<file path="src/hdl/ucr_pkg.sv">
// Shared types and byte-class constants for the UTF-8 character reframer.
package ucr_pkg;

  localparam int unsigned DEPTH = 4;

  // Byte-class masks and patterns.
  localparam logic [7:0] MASK_ASCII = 8'h80;
  localparam logic [7:0] MASK_CONT  = 8'hC0;
  localparam logic [7:0] PAT_CONT   = 8'h80;
  localparam logic [7:0] MASK_LEAD2 = 8'hE0;
  localparam logic [7:0] PAT_LEAD2  = 8'hC0;
  localparam logic [7:0] MASK_LEAD3 = 8'hF0;
  localparam logic [7:0] PAT_LEAD3  = 8'hE0;
  localparam logic [7:0] MASK_LEAD4 = 8'hF8;
  localparam logic [7:0] PAT_LEAD4  = 8'hF0;

  typedef logic [DEPTH-1:0][7:0] byte_buf_t;

  // Outcome of one scan step at the head of the byte store.
  typedef struct packed {
    logic        done;   // store empty or head lead still lacks bytes
    logic        found;  // a complete, valid character sits at the head
    logic [2:0]  shift;  // bytes to drop from the head
    logic [2:0]  len;    // character length when found
    logic [31:0] bytes;  // packed character, unused upper bytes zero
  } scan_step_t;

endpackage

</file>
<file path="src/hdl/utf8_char_reframer.sv">
// Top level of the UTF-8 character reframer: byte store, scan sequencer, result register.
// Scan: an accepted beat is scanned one head position per cycle unless the result register is
//   full; a scan is up to 4 byte drops plus the closing step, done by the scan unit.
// Flow control: in_stall is high for the whole scan, so a new input beat waits until the scan
//   of the last one ends, and up to 3 result beats leave per input beat.
// Reset (rst_n low, synchronous): clears the byte count, the sequencer and all valid
//   flags; the byte store itself is not cleared, only counted entries are ever read.
module utf8_char_reframer (
  input  logic        clk,
  input  logic        rst_n,
  input  logic        in_valid,
  output logic        in_stall,
  input  logic [7:0]  in_data_byte,
  input  logic        in_chunk_end,   // software write boundary, no effect on decoding
  output logic        out_valid,
  input  logic        out_stall,
  output logic [31:0] out_char_bytes,
  output logic [2:0]  out_char_len,
  output logic        out_last_of_run
);

  typedef enum logic [1:0] {
    ST_IDLE,
    ST_SCAN
  } state_t;

  state_t state_r, state_nxt;

  // Byte store, oldest byte at index 0, and its fill count.
  ucr_pkg::byte_buf_t buf_r, buf_nxt;
  logic [2:0]         count_r, count_nxt;

  // One character waits here until we know whether another follows it,
  // which decides its last_of_run flag.
  logic        hold_valid_r, hold_valid_nxt;
  logic [31:0] hold_bytes_r, hold_bytes_nxt;
  logic [2:0]  hold_len_r, hold_len_nxt;

  // Result register.
  logic        out_valid_r, out_valid_nxt;
  logic [31:0] out_bytes_r, out_bytes_nxt;
  logic [2:0]  out_len_r, out_len_nxt;
  logic        out_last_r, out_last_nxt;

  ucr_pkg::scan_step_t step;
  logic                out_free;

  ucr_scan_step u_scan (
    .buf_i   (buf_r),
    .count_i (count_r),
    .step_o  (step)
  );

  // The result register can take a new beat this cycle.
  assign out_free = !out_valid_r || !out_stall;

  always_comb begin
    state_nxt      = state_r;
    buf_nxt        = buf_r;
    count_nxt      = count_r;
    hold_valid_nxt = hold_valid_r;
    hold_bytes_nxt = hold_bytes_r;
    hold_len_nxt   = hold_len_r;
    out_valid_nxt  = out_valid_r && out_stall;
    out_bytes_nxt  = out_bytes_r;
    out_len_nxt    = out_len_r;
    out_last_nxt   = out_last_r;

    unique case (state_r)
      ST_IDLE: begin
        // Append the new byte behind the pending ones (at most three remain).
        if (in_valid) begin
          buf_nxt[count_r[1:0]] = in_data_byte;
          count_nxt             = count_r + 3'd1;
          state_nxt             = ST_SCAN;
        end
      end
      ST_SCAN: begin
        if (step.done) begin
          // Scan over: release the held character as the last of the run.
          if (!hold_valid_r) begin
            state_nxt = ST_IDLE;
          end else if (out_free) begin
            out_valid_nxt  = 1'b1;
            out_bytes_nxt  = hold_bytes_r;
            out_len_nxt    = hold_len_r;
            out_last_nxt   = 1'b1;
            hold_valid_nxt = 1'b0;
            state_nxt      = ST_IDLE;
          end
        end else if (!step.found || !hold_valid_r || out_free) begin
          // Hold the scan only when a second character finds the result register full.
          if (step.found) begin
            if (hold_valid_r) begin
              out_valid_nxt = 1'b1;
              out_bytes_nxt = hold_bytes_r;
              out_len_nxt   = hold_len_r;
              out_last_nxt  = 1'b0;
            end
            hold_valid_nxt = 1'b1;
            hold_bytes_nxt = step.bytes;
            hold_len_nxt   = step.len;
          end
          // Advance the store past the consumed or dropped bytes.
          case (step.shift)
            3'd1:    buf_nxt = ucr_pkg::byte_buf_t'(buf_r >> 8);
            3'd2:    buf_nxt = ucr_pkg::byte_buf_t'(buf_r >> 16);
            3'd3:    buf_nxt = ucr_pkg::byte_buf_t'(buf_r >> 24);
            default: buf_nxt = buf_r;
          endcase
          count_nxt = count_r - step.shift;
        end
      end
      default: begin
        state_nxt = ST_IDLE;
      end
    endcase
  end

  always_ff @(posedge clk) begin
    if (!rst_n) begin
      state_r      <= ST_IDLE;
      count_r      <= 3'd0;
      hold_valid_r <= 1'b0;
      out_valid_r  <= 1'b0;
    end else begin
      state_r      <= state_nxt;
      count_r      <= count_nxt;
      hold_valid_r <= hold_valid_nxt;
      out_valid_r  <= out_valid_nxt;
    end
    buf_r        <= buf_nxt;
    hold_bytes_r <= hold_bytes_nxt;
    hold_len_r   <= hold_len_nxt;
    out_bytes_r  <= out_bytes_nxt;
    out_len_r    <= out_len_nxt;
    out_last_r   <= out_last_nxt;
  end

  assign in_stall        = (state_r != ST_IDLE);
  assign out_valid       = out_valid_r;
  assign out_char_bytes  = out_bytes_r;
  assign out_char_len    = out_len_r;
  assign out_last_of_run = out_last_r;

`ifndef SYNTHESIS
  // Between beats only an incomplete lead stays pending.
  a_idle_count: assert property (@(posedge clk) disable iff (!rst_n)
    (state_r == ST_IDLE) |-> (count_r <= 3'd3))
    else $error("more than three bytes pending between beats");

  // Every held character is flushed before the next beat is taken.
  a_idle_no_hold: assert property (@(posedge clk) disable iff (!rst_n)
    (state_r == ST_IDLE) |-> !hold_valid_r)
    else $error("held character left over at end of scan");

  // An accepted beat always starts a scan.
  a_accept_scan: assert property (@(posedge clk) disable iff (!rst_n)
    (in_valid && !in_stall) |=> (state_r == ST_SCAN))
    else $error("accepted beat did not start a scan");

  // Result lengths are one to four bytes.
  a_out_len: assert property (@(posedge clk) disable iff (!rst_n)
    out_valid |-> (out_char_len >= 3'd1 && out_char_len <= 3'd4))
    else $error("result length out of range");
`endif

endmodule

</file>
<file path="src/hdl/ucr_scan_step.sv">
// Shared scan unit: classifies the head byte and checks its continuation bytes.
module ucr_scan_step (
  input  ucr_pkg::byte_buf_t  buf_i,
  input  logic [2:0]          count_i,
  output ucr_pkg::scan_step_t step_o
);

  logic [2:0] lead_len;
  logic       cont_ok;

  always_comb begin
    if ((buf_i[0] & ucr_pkg::MASK_ASCII) == 8'h00) begin
      lead_len = 3'd1;
    end else if ((buf_i[0] & ucr_pkg::MASK_LEAD2) == ucr_pkg::PAT_LEAD2) begin
      lead_len = 3'd2;
    end else if ((buf_i[0] & ucr_pkg::MASK_LEAD3) == ucr_pkg::PAT_LEAD3) begin
      lead_len = 3'd3;
    end else if ((buf_i[0] & ucr_pkg::MASK_LEAD4) == ucr_pkg::PAT_LEAD4) begin
      lead_len = 3'd4;
    end else begin
      lead_len = 3'd0;
    end
  end

  always_comb begin
    cont_ok = 1'b1;
    for (int i = 1; i < ucr_pkg::DEPTH; i++) begin
      if ((3'(i) < lead_len) && ((buf_i[i] & ucr_pkg::MASK_CONT) != ucr_pkg::PAT_CONT)) begin
        cont_ok = 1'b0;
      end
    end
  end

  always_comb begin
    step_o = '0;
    if (count_i == 3'd0) begin
      step_o.done = 1'b1;
    end else if (lead_len == 3'd0) begin
      step_o.shift = 3'd1;                    // drop stray byte
    end else if (lead_len > count_i) begin
      step_o.done = 1'b1;                     // hold incomplete lead
    end else if (cont_ok) begin
      step_o.found = 1'b1;
      step_o.shift = lead_len;
      step_o.len   = lead_len;
      for (int i = 0; i < ucr_pkg::DEPTH; i++) begin
        if (3'(i) < lead_len) begin
          step_o.bytes[8*i +: 8] = buf_i[i];
        end
      end
    end else begin
      step_o.shift = 3'd1;                    // drop lead only, rescan
    end
  end

endmodule

</file>
<file path="config.mk">
export PLATFORM = sky130hd
export DESIGN_NAME = utf8_char_reframer
export DESIGN_NICKNAME = d
export VERILOG_FILES = /design/src/hdl/ucr_pkg.sv /design/src/hdl/utf8_char_reframer.sv /design/src/hdl/ucr_scan_step.sv
export SDC_FILE = /design/constraint.sdc
export NUM_CORES = 1
export LEC_CHECK = 0
export BUFFER_PORTS_ARGS = -buffer_cell sky130_fd_sc_hd__buf_4
export CORE_AREA = 10 10 120 122
export DETAILED_ROUTE_END_ITERATION = 10
export DIE_AREA = 0 0 130 132
export GPL_TIMING_DRIVEN = 0
export SYNTH_ARGS = -nofsm -noshare
export SYNTH_HDL_FRONTEND = slang
export SYNTH_SLANG_ARGS = --single-unit
export TNS_END_PERCENT = 50
</file>
<file path="constraint.sdc">
create_clock -name clk -period 4.5 [get_ports clk]
set_input_delay 0.225 -clock clk [delete_from_list [all_inputs] [get_ports clk]]
set_output_delay 0.225 -clock clk [all_outputs]
set_load 0.01 [all_outputs]
</file>
# After elaboration in Yosys (flattened, before gate mapping)
# Cells that the tools add are included.
# Widths: inputs -> output; s select.
# classes
n_addsub,2
n_eq_ne,19
n_reduce_logical,31
div_mod_pow,0
n_mux,68
n_lt_le_gt_ge,7
n_shift,0
n_bitwise,6
multipliers,0
# op_table
cell,count
$mux 32,9
$pmux 32 s3,1
$mux 39,2
$mux 35,2
$pmux 32 s2,1
$mux 3,15
$mux 8,5
$bwmux 32,1
$mux 1,24
$reduce_or 5->1,4
$demux 8 s2,1
$ne 2x2->1 const B,8
$mux 2,5
$logic_not 8->1,1
$reduce_and 4->1,2
$reduce_bool 2->1,4
$eq 3x2->1 const B,2
$logic_not 3->1,2
$lt 1x3->1 const A,2
$lt 2x3->1 const A,2
$ne 3x3->1 const B,2
$not 1->1,6
$pmux 3 s2,1
$reduce_and 3->1,2
20 further kinds,29
# totals
inputBits,13
mem_count,0
ramBits,0
regBits,110
rom_bits,0
out_inout_bits,38
latch_bits,0
word_cells,149

# Depth between registers and ports, before layout
# logic_depth
ltp_word,20
depth_mapped,16
depth_no_buf,15

# Modules after synthesis
# A second synthesis with hierarchy kept.
# unflattened
hier_cells,365
hier_area_um2,4723.3
# by_module_without_submodules
mod,seq_area_each_um2,cells_each,n_inst,area_each_um2
utf8_char_reframer,3213.1,257,1,4135.2
ucr_scan_step,0.0,108,1,588.1

# Worst setup path before layout
# No wires, ideal clock.
# synth_path
path_type,flip-flop to flip-flop
from,reg buf_r[6] in the netlist's numbering
to,"reg out_bytes_r[0], in the netlist out_char_bytes[0] (enable)"
stages_incl_launch_ff,9
path_slack_ps,372
arrival_ps,3687
required_ps,4059
path_buffers,0
setup_ps,441
synth_period_minus_slack_ps,4128
cell_sequence,edfxtp_1 -> a31oi_1 -> ha_1 -> inv_1 -> a211o_2 -> a21oi_2 -> and2_1 -> o211ai_1 -> a21oi_1
# synth_via
elab_chain_len,19
elab_cells_between_ends,33
classes_between,order compare: 4; eq/ne: 6; mux: 13; reduce/logical: 10
# synth_rtl
element,line_no,source
from (decl),utf8_char_reframer.sv:30,"ucr_pkg::byte_buf_t buf_r, buf_nxt;"
from (signal assigned),utf8_char_reframer.sv:132,buf_r <= buf_nxt;
$eq 5x5->1,ucr_scan_step.sv:18,end else if ((buf_i[0] & ucr_pkg::MASK_LEAD4) == ucr_pkg::PAT_LEAD4) begin
$mux 3,ucr_scan_step.sv:18,
$mux 3,ucr_scan_step.sv:16,end else if ((buf_i[0] & ucr_pkg::MASK_LEAD3) == ucr_pkg::PAT_LEAD3) begin
$mux 3 *,ucr_scan_step.sv:14,end else if ((buf_i[0] & ucr_pkg::MASK_LEAD2) == ucr_pkg::PAT_LEAD2) begin
$mux 3 *,ucr_scan_step.sv:12,if ((buf_i[0] & ucr_pkg::MASK_ASCII) == 8'h00) begin
$lt 1x3->1,ucr_scan_step.sv:28,if ((3'(i) < lead_len) && ((buf_i[i] & ucr_pkg::MASK_CONT) != ucr_pkg::PAT_CONT)) begin
$logic_and 1x1->1,ucr_scan_step.sv:28,
$mux 1 (3 in a row),ucr_scan_step.sv:28,
$mux 1,ucr_scan_step.sv:42,end else if (cont_ok) begin
$mux 39,ucr_scan_step.sv:40,end else if (lead_len > count_i) begin
$mux 2 *,ucr_scan_step.sv:38,end else if (lead_len == 3'd0) begin
$mux 39,ucr_scan_step.sv:36,if (count_i == 3'd0) begin
$logic_not 1->1,utf8_char_reframer.sv:91,end else if (!step.found || !hold_valid_r || out_free) begin
$logic_or 1x1->1 (2 in a row),utf8_char_reframer.sv:91,
$ne 3x3->1 (no source line) or $reduce_bool 2->1 (tied branches),-,
$reduce_and 6->1 (no source line) *,-,
to (signal assigned),utf8_char_reframer.sv:135,out_bytes_r <= out_bytes_nxt;
to (decl),utf8_char_reframer.sv:41,"logic [31:0] out_bytes_r, out_bytes_nxt;"
# Every way passes the cells marked *; elsewhere a longest branch is shown, timed or not.
# A chain may end at the register's enable or synchronous reset.

# Worst setup path in the final report
# layout_path
from,reg buf_r[6] in the netlist's numbering
to,reg count_r[2]
# layout_via
elab_chain_len,19
elab_cells_between_ends,36
classes_between,add/sub: 1; order compare: 4; eq/ne: 5; mux: 18; reduce/logical: 8
# layout_rtl
element,line_no,source
$eq 5x5->1,ucr_scan_step.sv:18,
$mux 3,ucr_scan_step.sv:18,
$mux 3,ucr_scan_step.sv:16,
$mux 3 *,ucr_scan_step.sv:14,
$mux 3 *,ucr_scan_step.sv:12,
named net u_scan.lead_len[2],ucr_scan_step.sv:8,logic [2:0] lead_len;
branches (longest 14 deep; another with $lt 1x3->1),-,
to (signal assigned),utf8_char_reframer.sv:128,count_r <= count_nxt;
to (decl),utf8_char_reframer.sv:31,"logic [2:0] count_r, count_nxt;"
# Mark *: on every way through the listed nets, which the timed path passes. The select of a mux whose other input is x is not followed.

==> impl_metrics.py <==
metrics = {
    "detailed_routing": {
        "wl_per_cell_microns": 16.7,
        "ant_nets": 0,
        "wirelength_microns": 9160,
        "drt_iter0_markers": 175,
        "vias": 2862,
        "dr.pass1.iters": 4,
        "via_per_inst": 5.21,
        "drc": 0,
    },
    "floorplanning": {
        "rows": 40,
        "dieArea_sq_mm": 0.0172,
        "core-area_sq_mm": 0.0119,
        "start_util_pct": 38.7,
        "fp.dieH_microns": 132,
        "die_w_microns": 130,
        "io_pins": 51,
    },
    "global_route": {
        "gr-total-overflow": 0,
        "grt_pass1_wl_microns": 15100,
        "antenna_found_initial": 0,
        "grt_start_max_net_pins": 36,
        "grt_pass1_vias": 2946,
        "gr-usage-all-layers_pct": 11.0,
    },
    "finish": {
        "multi_input_area_sq_mm": 0.00129,
        "fillers": 1104,
        "final_area_sq_mm": 0.00551,
        "area_growth_pct": 19.6,
        "finalNetCount": 415,
        "drive_above_1_share_pct": 21.9,
        "seqCellArea_sq_mm": 0.00321,
        "diodes": 0,
    },
    "pwr": {
        "clkPwrFrac_pct": 23.2,
        "peakVddDrop_uv": 289,
        "p_int_mw": 2.23,
        "powerDensity_mw_per_mm2": 625,
        "p_seq_share_pct": 45.9,
        "swShare_pct": 35.4,
        "netSwitchingPower_mw": 1.22,
        "pwr-share-comb_pct": 30.8,
        "power.leakage_nw": 1.98,
    },
    "critical_path": {
        "rr_endpoint": "count_r[2]",
        "crit_type": "reg -> reg",
        "arrival_ps": 4050,
        "ff2ff_setup_slack_ps": 720,
        "critPathLaunchType": "flop",
        "cp_max_fo": 10,
        "worst_ep_required_time_ps": 4770,
        "reg2reg_depth": 12,
        "r2r_start": "buf_r[6]",
        "end_kind": "flop",
    },
    "timing": {
        "slew_viol_final": 0,
        "period_share_pct": 84.0,
        "max_freq_ghz": 0.265,
        "fin_worst_skew_ps": 9.45,
        "fin_crit_ps": 3780,
        "worst_slew_pin_slew_ps": 1110,
        "relSlewSlack_pct": 25.6,
        "setup_viol": 0,
        "fin_ws_ps": 721,
        "hold_viol_final": 0,
        "grt_setup_unrepaired": "false",
    },
    "synth": {
        "synth_top_area_share_pct": 67.2,
        "ys_ff_latch": 109,
        "synth_warnings": 0,
        "synth_top_family_by_area": "compound AO/OA/AOI/OAI gates",
        "synth_compound_area_share_pct": 13.4,
        "synth_edf_count": 103,
        "yosys.cell_count.top_type": "edfxtp_1",
        "synth-adder-area-share_pct": 1.52,
        "yosysSeqAreaShare_pct": 69.8,
        "ys_types": 52,
        "ys.flop_type": "edfxtp_1",
        "synthXorXnorAreaFrac_pct": 0,
        "yosysTopAreaCell": "edfxtp_1",
        "synth_area_leaders": "edfxtp_1 (67%), and2_1 (2.9%), nand2_1 (2.9%)",
        "ys_async_sr_fraction_pct": 0,
        "syn_inst": 334,
        "synthTopCellsByCount": "edfxtp_1 (103), nand2_1 (35), a21oi_1 (26)",
        "synth_area_sq_mm": 0.00461,
        "synth-simple-area-share_pct": 11.8,
        "syn_avg_cell_area_sq_um": 13.8,
        "synthMuxAreaShare_pct": 0.652,
    },
    "cts": {
        "clock_tree.root_cell": "clkbuf_16",
        "cts_sinks": 109,
        "hold_buffers": 0,
        "cts_buffer_depth": 2,
        "clock_latency_ps": 350,
        "htreeDepth": 3,
        "numCtsBuffers": 9,
        "ctsResizeCount": 0,
        "cts_tree": "done",
        "clk_pin_slew_ps": 70,
        "post-cts-setup-buffer-count": 0,
    },
    "min_path": {
        "worstHoldEndpoint": "hold_valid_r",
        "hold_path.class": "in -> reg",
        "min_path_cells": 2,
        "min_from": "rst_n",
    },
    "placement": {
        "place.gp.congestion": 0.860,
        "dpl_cell_area_sq_mm": 0.00520,
        "io_buffers": 49,
        "dp_hpwl_microns": 6880,
        "dp_slack_ps": 786,
    },
    "job": {
        "drv_cap": 0,
    },
    "status": {
        "status": "completed",
    },
}
[layout by cell type (no fill, tap or decap), drive strengths merged, types with 3 or more instances in the layout]
| cell | synthesis | final |
|---|---|---|
| and2 | 21 | 21 |
| inv | 15 | 18 |
| edfxtp | 103 | 103 |
| mux2i | 3 | 3 |
| nor3 | 4 | 4 |
| conb | 1 | 3 |
| and3 | 10 | 10 |
| nand3 | 12 | 12 |
| o21ai | 11 | 11 |
| buf | 5 | 55 |
| a21oi | 28 | 28 |
| ha | 4 | 4 |
| a221o | 6 | 6 |
| nand4 | 7 | 7 |
| a22o | 8 | 8 |
| a31oi | 3 | 3 |
| clkbuf | 7 | 16 |
| a211oi | 4 | 4 |
| nand2 | 35 | 35 |
| dfxtp | 6 | 6 |
| nor2 | 8 | 8 |
| clkinv | 1 | 3 |
| a22oi | 9 | 9 |
[cell families after synthesis]
kind of cell | count (synthesis)
compound gates | 84
fa+ha+maj | 5
buf+inv | 28
flops | 109
mux | 3
other cells | 1
simple gates | 104
[through the flow]
step | TNS (ps) | cells | hold WS [ps] | total power [mW] | utilization [%]
2_1_floorplan | 0 | 336 | 343 | 2.33 | -
3_3_place_gp | -37420 | 532 | 402 | 2.63 | 43.4
3_5_place_dp | 0 | 533 | 405 | 2.66 | 43.7
4_1_cts | 0 | 549 | 111 | 3.46 | 46.3
5_1_grt | 0 | 549 | 118 | 3.67 | 46.3
6_report | 0 | 549 | 116 | 3.44 | 46.3
[how the worst max path moves through the flow]
stage / slack (ps) / depth (start not counted) / to / start
after floorplan: 370 / 8 / out_char_bytes[0] / buf_r[6]
after global placement: -610 / 8 / out_char_bytes[27] / buf_r[6]
after detailed placement: 790 / 8 / hold_bytes_r[27] / buf_r[6]
after CTS: 740 / 12 / count_r[2] / buf_r[6]
after global routing: 380 / 12 / count_r[2] / buf_r[6]
final: 720 / 12 / count_r[2] / buf_r[6]
[state kept, by name (all words and copies together) (netlist names)]
signal and flops:
out_char_bytes 32, state_r 1, hold_valid_r 1, count_r 3, out_valid 1, out_last_of_run 1, hold_bytes_r 32, hold_len_r 3
out_char_len 3, buf_r 32
[routing by layer]
| metal | global-route usage, % | share of wire (%) |
|---|---|---|
| met3 | 3.02 | 6.4 |
| met2 | 17.5 | 48 |
| met5 | 0 | 0 |
| met4 | 5.13 | 2.5 |
| met1 | 13.6 | 44 |
[power by group through the flow]
stage                     Combinational [mW]  Clock, mW  Sequential [mW]
after global placement                  1.03          0             1.60
after CTS                               1.06      0.819             1.58
after detailed placement                1.06          0             1.61
after floorplan                        0.787          0             1.55
final                                   1.06      0.801             1.58
after global routing                    1.19      0.867             1.61
[final cells by class]
class | count | area share, %
multi-input combinational | 199 | 23.5
clock inverter | 7 | 1.48
sequential | 109 | 58.3
buffer | 12 | 1.20
inverter | 16 | 1.09
timing repair buffer | 50 | 7.04
clock buffer | 9 | 4.09
tap | 147 | 3.34
[critical path, stage by stage (launching register included)]
cell and delay, ps:
edfxtp_1 480, nand4_2 180, nor2_1 290, ha_1 310, a31oi_1 340, a21oi_2 220
a21oi_2 450, buf_2 330, fa_1 290, nor4b_1 240, a32oi_1 150, a211oi_2 220
mux2i_1 210
No activity file was read; power rests on OpenSTA's default activity.
